<file path="src/tsi_ram.sv">
// ----------------------------------------------------------------------------
// Generic single-port-write RAM
// One write port and one read port; read data is registered.
// ----------------------------------------------------------------------------
`default_nettype none

module tsi_ram #(
  parameter int unsigned WIDTH = 8,
  parameter int unsigned DEPTH = 4
) (
  input  wire logic                     clk_i,
  input  wire logic                     we_i,
  input  wire logic [$clog2(DEPTH)-1:0] waddr_i,
  input  wire logic [WIDTH-1:0]         wdata_i,
  input  wire logic [$clog2(DEPTH)-1:0] raddr_i,
  output logic      [WIDTH-1:0]         rdata_o
);

  logic [WIDTH-1:0] mem_q [DEPTH];

  // Write and registered read.
  always_ff @(posedge clk_i) begin
    if (we_i) begin
      mem_q[waddr_i] <= wdata_i;
    end
    rdata_o <= mem_q[raddr_i];
  end

endmodule

`default_nettype wire

</file>
<file path="config.mk">
export PLATFORM = sky130hd
export DESIGN_NAME = tsi_ram
export DESIGN_NICKNAME = d
export VERILOG_FILES = /design/src/tsi_ram.sv
export SDC_FILE = /design/constraint.sdc
export NUM_CORES = 1
export LEC_CHECK = 0
export BUFFER_PORTS_ARGS = -buffer_cell sky130_fd_sc_hd__clkbuf_2
export CAP_MARGIN = 20
export CORE_MARGIN = 5
export CORE_UTILIZATION = 31
export CTS_BUF_LIST = sky130_fd_sc_hd__clkbuf_4 sky130_fd_sc_hd__clkbuf_8
export CTS_CLUSTER_DIAMETER = 100
export DETAILED_ROUTE_END_ITERATION = 6
export GPL_TIMING_DRIVEN = 0
export PLACE_DENSITY = 0.48
export SETUP_SLACK_MARGIN = 0.02
export SLEW_MARGIN = 25
export SYNTH_ARGS = -nofsm -noshare
export SYNTH_HDL_FRONTEND = slang
export SYNTH_SLANG_ARGS = --single-unit
</file>
<file path="constraint.sdc">
create_clock -name clk_i -period 1.2 [get_ports clk_i]
set_input_delay 0.06 -clock clk_i [delete_from_list [all_inputs] [get_ports clk_i]]
set_output_delay 0.06 -clock clk_i [all_outputs]
set_load 0.01 [all_outputs]
</file>
==> out/metrics.cfg <==
[run_status]
status=finished, final reports clean

[layout]
nFillCells=391
nNetsFinal=101
final-seq-area_um2=1120
instances_no_fill=140
fin_area_um2=1670
layout-drive-gt1-share=0.443
multiInputGateArea_um2=216
antenna_cells=0
areaGrowthSynthToFinish_pct=23.8

[yosys]
ys_ff_latch=40
yosysMostFrequentCell=edfxtp_1
syn_inst=54
synth_edf_count=32
synth_nets=68
async_reset_ff_frac=0
synthDistinctLibCells=8
synth_area_um2=1350
syn_area_per_cell_um2=25.0
yosysTopAreaCell=edfxtp_1
synth.area.top_cells=edfxtp_1 (71%), mux4_2 (13%), dfxtp_1 (12%)
ys_seq_area_frac=0.831
ys_warn_count=0
synth.top_cell.area_share=0.712
synth_common_cells=edfxtp_1 (32), dfxtp_1 (8), mux4_2 (8)
ys_dominant_reg_cell=edfxtp_1

[clock_network]
cts_max_level=2
cts_tree=built
cts_setup_buffers=0
clock-sinks=40
path_clk_slew_ns=0.07
clock_tree.buffer_depth=2
cts_buffers=5
insertion_delay_ns=0.28
cts_root_buf=clkbuf_8

[placement]
placed_cells=126
placement.io_buffers=19
place.gp.congestion=0.594
dpl_worst_slack_ns=0.117
postPlaceCellArea_um2=1520

[die]
initial_core_util=0.314
fp.dieArea_um2=5770
core_area_um2=4290
die_h_um=76.0
die_w_um=76.0
io_pins=22
rows=24

[global_route]
grt_pass1_wl_um=3260
use_met2=0.100
gr-max-usage-layer=met1
track_usage=0.0789
antenna_found_initial=0
grt_overflow=0
grt_max_degree=13
use_met1=0.102
met3_usage=0.0415
grt_pass1_vias=617

[detailed_routing]
vias=614
drt_wl_total_um=2060
vias_per_cell=4.39
drt_iter0_markers=51
wl_per_cell_um=14.7
ant_nets=0
drc=0
dr.pass1.iters=2

[critical_path]
critPathMaxFanout=1
critPathRequiredTime_ns=1.36
slowest_stage=mux4_2
cp_top_family=multiplexers
startpoint_type=flop
cp-end-kind=flop
worstPathCellList=mux4_2
critPathKind=flop to flop
crit_buf_inv=0
slowest_delay_ns=0.47
worstPathArrival_ns=1.12

[power_and_ir_drop]
peakVddDrop_v=0.000807
power.switching_uw=510
combinationalPowerShare=0.066
seq_power_share=0.606
power_frac_clock=0.328
p_leak_uw=0.000604
p_int_uw=2120
switching_share=0.193
pwr_density_cell_nw_per_um2=1580

[sta]
final_max_slew_viol_count=0
whs_ns=0.00732
worst_slew_pin_slew_ns=0.470
setup_viol=0
fin_crit_sh=0.801
fmax_mhz=1040
min_period_ns=0.961
clock_skew_ns=0.00489
rsz0062_at_grt=no
slew_headroom=0.686
hold_viol_final=0
setup_ws_ns=0.239
fin_tns_setup_ns=0

[worst_hold_path]
hp-class=input pin to flop

[run]
drv_cap=0

power by group through the flow:
stage,combinational [uW],sequential (uW),clock (uW)
after global placement,157,1630,0
after CTS,178,1600,891
after detailed placement,162,1630,0
after floorplan,71.5,1640,0
after global routing,188,1600,964
final,173,1600,864
through the flow:
step	total power (uW)	utilization
2_1_floorplan	1710	-
3_3_place_gp	1780	0.351
3_5_place_dp	1790	0.354
4_1_cts	2670	0.389
5_1_grt	2760	0.389
6_report	2630	0.389
placed cells by master (no fill, tap or decap):
cell type and count:
and3b_1 2, buf_6 1, dlygate4sd3_1 6, clkinv_2 1
clkbuf_2 20, clkbuf_4 2, edfxtp_1 32, nor3b_2 1
dfxtp_1 8, and3_1 1, mux4_2 8, clkbuf_8 5
buf_4 1
what timing repair did:
item	CTS	global route
resized for setup	0	0
hold buffers	6	0
hold endpoints to repair	24	0
state kept, by name, indices dropped and copies added, names as in the netlist:
name,flops
rdata_o,8
mem_q,32
cell families after synthesis:
kind of cell | share of synthesized area
buffers and inverters | 0.0121
AND/OR/NAND/NOR | 0.0232
multiplexers | 0.134
flip-flops | 0.831
metal layers:
metal  share of wire  up-vias
li1                -      288
met1            0.46      302
met2            0.45       19
met3           0.070        5
met4           0.019        0
met5               0        -
path summary, 6_finish.rpt:
kind	from	to	slack, ns	cells after the start
min reg2reg	mem_q[3][2]	rdata_o[2]	0.56	1
max reg2reg	mem_q[0][0]	rdata_o[0]	0.24	1
max	mem_q[0][0]	rdata_o[0]	0.24	1
min	wdata_i[2]	mem_q[3][2]	0.007	1
cell type report:
| cell class | instances | share of cell area |
|---|---|---|
| Tap cell | 52 | 0.0390 |
| Multi-Input combinational cell | 12 | 0.130 |
| Clock inverter | 1 | 0.00300 |
| Clock buffer | 7 | 0.0502 |
| Sequential cell | 40 | 0.671 |
| Timing Repair Buffer | 26 | 0.0974 |
| Buffer | 2 | 0.00974 |
Note: power is estimated with default switching activity, not from simulation.
