[config.mk]
export PLATFORM = sky130hd
export DESIGN_NAME = tsi_div
export DESIGN_NICKNAME = d
export VERILOG_FILES = /design/src/tsi_pkg.sv /design/src/tsi_div.sv
export SDC_FILE = /design/constraint.sdc
export NUM_CORES = 1
export LEC_CHECK = 0
export BUFFER_PORTS_ARGS = -buffer_cell sky130_fd_sc_hd__buf_2
export CORE_UTILIZATION = 48
export CTS_CLUSTER_DIAMETER = 50
export DETAILED_ROUTE_END_ITERATION = 8
export PLACE_DENSITY = 0.71
export REMOVE_ABC_BUFFERS = 1
export SYNTH_ARGS = -nofsm -noshare
export SYNTH_HDL_FRONTEND = slang
export SYNTH_SLANG_ARGS = --single-unit
[constraint.sdc]
create_clock -name clk_i -period 5.8 [get_ports clk_i]
set_input_delay 0.58 -clock clk_i [delete_from_list [all_inputs] [get_ports clk_i]]
set_output_delay 0.58 -clock clk_i [all_outputs]
set_load 0.01 [all_outputs]
[src/tsi_pkg.sv]
// ----------------------------------------------------------------------------
// Thrust-to-signal interpolator package
// Field widths, fixed-point constants and result status codes.
// ----------------------------------------------------------------------------
`default_nettype none

package tsi_pkg;

  // Q1.16 command signal, one integer bit so that 1.0 fits.
  localparam int unsigned FRAC_W  = 16;
  localparam int unsigned SIG_W   = FRAC_W + 1;
  localparam int unsigned THR_W   = 32;
  localparam int unsigned IDX_W   = 5;
  localparam int unsigned CNT_W   = 6;
  localparam int unsigned ENTRY_W = SIG_W + THR_W;
  localparam int unsigned PROD_W  = THR_W + SIG_W;

  localparam logic [SIG_W-1:0] ONE_Q  = SIG_W'(1) << FRAC_W;
  localparam logic [SIG_W-1:0] ZERO_Q = '0;

  // Result status codes.
  typedef enum logic [2:0] {
    STAT_OK        = 3'd0,
    STAT_RANGE     = 3'd1,
    STAT_NOT_READY = 3'd2,
    STAT_ORDER     = 3'd3,
    STAT_VALUE     = 3'd4,
    STAT_NO_SEG    = 3'd5
  } status_e;

endpackage

`default_nettype wire

[src/tsi_div.sv]
// ----------------------------------------------------------------------------
// Serial restoring divider
// Produces one quotient bit per cycle; the quotient must fit in SIG_W bits.
// ----------------------------------------------------------------------------
`default_nettype none

module tsi_div (
  input  wire logic                        clk_i,
  input  wire logic                        rst_ni,
  input  wire logic                        start_i,
  input  wire logic [tsi_pkg::PROD_W-1:0]  num_i,
  input  wire logic [tsi_pkg::THR_W-1:0]   den_i,
  output logic                             done_o,
  output logic      [tsi_pkg::SIG_W-1:0]   quo_o
);
  import tsi_pkg::*;

  localparam int unsigned STEP_W = $clog2(SIG_W + 1);

  logic [THR_W:0]    rem_q;
  logic [SIG_W-1:0]  lo_q;
  logic [SIG_W-1:0]  quo_q;
  logic [STEP_W-1:0] cnt_q;
  logic              busy_q;
  logic              done_q;
  logic [THR_W:0]    trial;
  logic              fits;

  // Shift the next dividend bit into the partial remainder and try a subtract.
  assign trial = {rem_q[THR_W-1:0], lo_q[SIG_W-1]};
  assign fits  = trial >= {1'b0, den_i};

  // Control state.
  always_ff @(posedge clk_i or negedge rst_ni) begin
    if (!rst_ni) begin
      busy_q <= 1'b0;
      done_q <= 1'b0;
      cnt_q  <= '0;
    end else begin
      done_q <= busy_q && (cnt_q == STEP_W'(1));
      if (start_i) begin
        busy_q <= 1'b1;
        cnt_q  <= STEP_W'(SIG_W);
      end else if (busy_q) begin
        cnt_q <= cnt_q - STEP_W'(1);
        if (cnt_q == STEP_W'(1)) begin
          busy_q <= 1'b0;
        end
      end
    end
  end

  // Datapath. The high part of the dividend is already below the divisor.
  always_ff @(posedge clk_i) begin
    if (start_i) begin
      rem_q <= {1'b0, num_i[PROD_W-1:SIG_W]};
      lo_q  <= num_i[SIG_W-1:0];
    end else if (busy_q) begin
      rem_q <= fits ? (trial - {1'b0, den_i}) : trial;
      lo_q  <= {lo_q[SIG_W-2:0], 1'b0};
      quo_q <= {quo_q[SIG_W-2:0], fits};
    end
  end

  assign done_o = done_q;
  assign quo_o  = quo_q;

endmodule

`default_nettype wire

==> implementation parameters <==
Parameter                              Value

Outcome
  Result of the run ... completed

Setup path
  Max stage delay on crit path ... 0.50 ns
  R2R cell count ... 10
  Cell type group with the largest total delay on the critical path ... compound AO/OA/AOI/OAI gates
  Critical path type ... reg -> reg
  Worst path arrival time ... 3.68 ns
  Slowest cell on the critical path ... sky130_fd_sc_hd__a2111oi_4
  Kind of launch point of the worst setup path ... flip-flop
  R2R Setup Slk ... 2.23 ns
  Type of element capturing the critical path ... flip-flop
  Highest fanout seen on the critical path ... 32
  Critical R2R Launch ... rem_q[8]
  Total buffers and inverters traversed by the critical path ... 1
  Endpoint of the lowest-slack register-to-register path ... rem_q[5]
  Cells along the critical path ... ha_1 > nand2_1 > a2111oi_4 > a31o_4 > o22ai_4 > a2111oi_4 > nor2_4 > inv_4 > mux2_2 > mux2_2
  Required time worst endpoint ... 5.91 ns

Timing
  Post-route minimum period ... 3.571 ns
  Share of the cycle needed by the critical path after routing ... 0.6156
  Worst Clk Skew ... 0.01482 ns
  Setup-failing EPs final ... 0
  Slew at the pin closest to its max-slew limit ... 1.228 ns
  Number of hold violations in the final report ... 0
  Sum of negative setup slack ... 0 ns
  Worst relative slew slack ... 0.1813
  Number of max-slew violations in the final report ... 0
  Highest clock frequency the design can meet ... 280.1 MHz
  Setup repair after global routing missed its margin ... no

Floorplanning
  CORE AREA ... 10790 µm²
  Std-Cell Rows ... 38
  Die Width ... 107.2 µm
  Effective utilization at floorplan ... 0.4925
  Die height ... 107.2 µm
  Io pins ... 102
  Total Die Area ... 11500 µm²

Logic synthesis
  Number of synthesized flops with an enable pin ... 66
  Most common cell in the netlist ... sky130_fd_sc_hd__edfxtp_1
  Leading post-synthesis cells by cell area ... sky130_fd_sc_hd__edfxtp_1, sky130_fd_sc_hd__mux2_2, sky130_fd_sc_hd__ha_1
  Part of the Yosys area used for sequential elements ... 0.4058
  Yosys warns ... 0
  Netlist area before placement ... 5315 µm²
  Dominant register cell in the synthesized netlist ... sky130_fd_sc_hd__edfxtp_1
  Post-synthesis cell type with the largest combined area ... sky130_fd_sc_hd__edfxtp_1
  Most instantiated cells after synthesis ... sky130_fd_sc_hd__edfxtp_1, sky130_fd_sc_hd__inv_1, sky130_fd_sc_hd__a21oi_1
  Area share of the leading cell type in the synthesized netlist ... 0.3729
  Number of cells produced by synthesis ... 515
  Share of flip-flops with an asynchronous set or reset ... 0.09589
  FF+latch count, synth ... 73
  Distinct cells, synth ... 65
  Post-synthesis average cell area ... 10.32 µm²

Clock tree
  Clock-pin slew of the registers on the worst-case setup and hold paths ... 0.08 ns
  Resized Gates After CTS ... 0
  CTS H-tree depth ... 3
  Clock root buffer ... sky130_fd_sc_hd__clkbuf_8
  Total clock buffers created by CTS ... 9
  Postcts setup bufs ... 0
  Maximum clock insertion buffer count ... 2
  Num Clock Sinks ... 73
  Clock network latency to the later pin of the worst-skew pair ... 0.37 ns
  Hold_buf cts ... 0
  CTS tree ... built

Finish
  Area growth from synthesis to layout ... 15.11%
  Final Util ... 0.5669
  Inserted Diodes ... 0
  Number of nets in the final layout ... 726
  Share of final-layout standard cells stronger than drive strength 1 ... 0.2794

Placement
  Final HPWL DP ... 8.765 mm
  Final RePlAce weighted congestion ... 0.8782
  I/O Buffers ... 101

Routing
  Number of routed nets with antenna violations ... 0
  Vias ... 4224
  Post-Route WL ... 11.97 mm
  Routed vias/inst ... 5.617
  Remaining design rule violation count ... 0
  Detailed-router iteration count before antenna repair ... 5
  Average wire per standard cell ... 15.92 µm
  DR iter-0 viols ... 227

Pwr
  Max rail drop VDD ... 0.1729 mV
  Pwr dens ... 514.1 nW/µm²
  Total leakage power ... 2.696 nW

Global route
  Pin count of the biggest net entering global routing ... 50
  First-pass GRT wire length ... 19.74 mm
  GRT overflow ... 0
  Vias in the first global route ... 4167
  Antenna violations before repair ... 0
  Overall routing resource usage ... 0.2196

Flow run
  Count of max-cap constraint violations ... 0

Worst hold path
  Min-Delay Path Class ... in -> async
cell usage in the layout, fill, tap and decap left out, drive strengths merged, types with 19 or more instances in the layout:
| cell | n |
|---|---|
| edfxtp | 66 |
| ha | 34 |
| a21o | 19 |
| o21ai | 20 |
| buf | 103 |
| a21oi | 40 |
| inv | 47 |
| nand2 | 31 |
| nor2 | 27 |
| mux2 | 52 |
state kept, by name, indices dropped and copies added, names as in the netlist:
name and count:
rem_q 32, lo_q 17, quo_o 17, cnt_q 5, busy_q 1, done_o 1
worst reg2reg max path: stages, from the launching register on:
cell and delay (ns):
sky130_fd_sc_hd__edfxtp_1 0.41, sky130_fd_sc_hd__ha_1 0.43, sky130_fd_sc_hd__nand2_1 0.17, sky130_fd_sc_hd__a2111oi_4 0.32, sky130_fd_sc_hd__a31o_4 0.18, sky130_fd_sc_hd__o22ai_4 0.10
sky130_fd_sc_hd__a2111oi_4 0.50, sky130_fd_sc_hd__nor2_4 0.19, sky130_fd_sc_hd__inv_4 0.38, sky130_fd_sc_hd__mux2_2 0.39, sky130_fd_sc_hd__mux2_2 0.26
routing by layer:
metal | up-vias | track usage | wire (µm)
li1 | 2106 | - | -
met1 | 1981 | 0.2919 | 5498
met2 | 127 | 0.3553 | 5584
met3 | 10 | 0.05350 | 775
met4 | 0 | 0.06164 | 110
met5 | - | 0 | 0
logic make-up (layout without fill, tap and decap cells):
| logic type | after synthesis | after routing | synth area share |
|---|---|---|---|
| muxes | 55 | 55 | 0.1158 |
| DFF | 73 | 73 | 0.4058 |
| adders and majority gates | 35 | 35 | 0.08380 |
| buffers and inverters | 68 | 165 | 0.05391 |
| AOI/OAI and AO/OA | 131 | 131 | 0.1740 |
| xor gates and xnor gates | 24 | 24 | 0.03955 |
| and+or+nand+nor | 129 | 129 | 0.1271 |
power breakdown:
| group | internal, mW | switching, mW | total [mW] |
|---|---|---|---|
| clock | 0.245 | 0.211 | 0.456 |
| sequential | 0.829 | 0.104 | 0.933 |
| combinational | 0.768 | 0.989 | 1.76 |
| total | 1.84 | 1.30 | 3.15 |
stage by stage:
step                hold slack [ns]  instance area, µm²  setup slack, ns  instances  power (mW)
floorplan                    0.2844                5204            2.440        493       2.260
global placement             0.4189                5899            2.065        736       2.609
detailed placement           0.4227                5899            1.976        736       2.677
CTS                         0.02784                6118            2.240        752       3.143
global route                0.02886                6118            1.883        752       3.392
finish                      0.03531                6118            2.229        752       3.145
worst max-delay path by stage:
stage	startpoint	endpoint	slack, ns	depth (start not counted)
6_report	rem_q[8]	rem_q[5]	2.23	10
5_1_grt	lo_q[16]	rem_q[30]	1.88	12
4_1_cts	rem_q[8]	rem_q[5]	2.24	10
3_5_place_dp	den_i[7]	rem_q[8]	1.98	12
3_3_place_gp	den_i[7]	rem_q[5]	2.06	12
2_1_floorplan	den_i[7]	rem_q[4]	2.44	11
area by class of cell:
cell class	instances	area, µm²
fillers	963	4674
multi-input cells	374	2872
flip-flops and latches	73	2157
repair buffers	103	520.5
inverters	46	175.2
well taps	140	175.2
clock buffers	10	127.6
clock inverters	6	91.34
(Power assumes the default switching activity.)
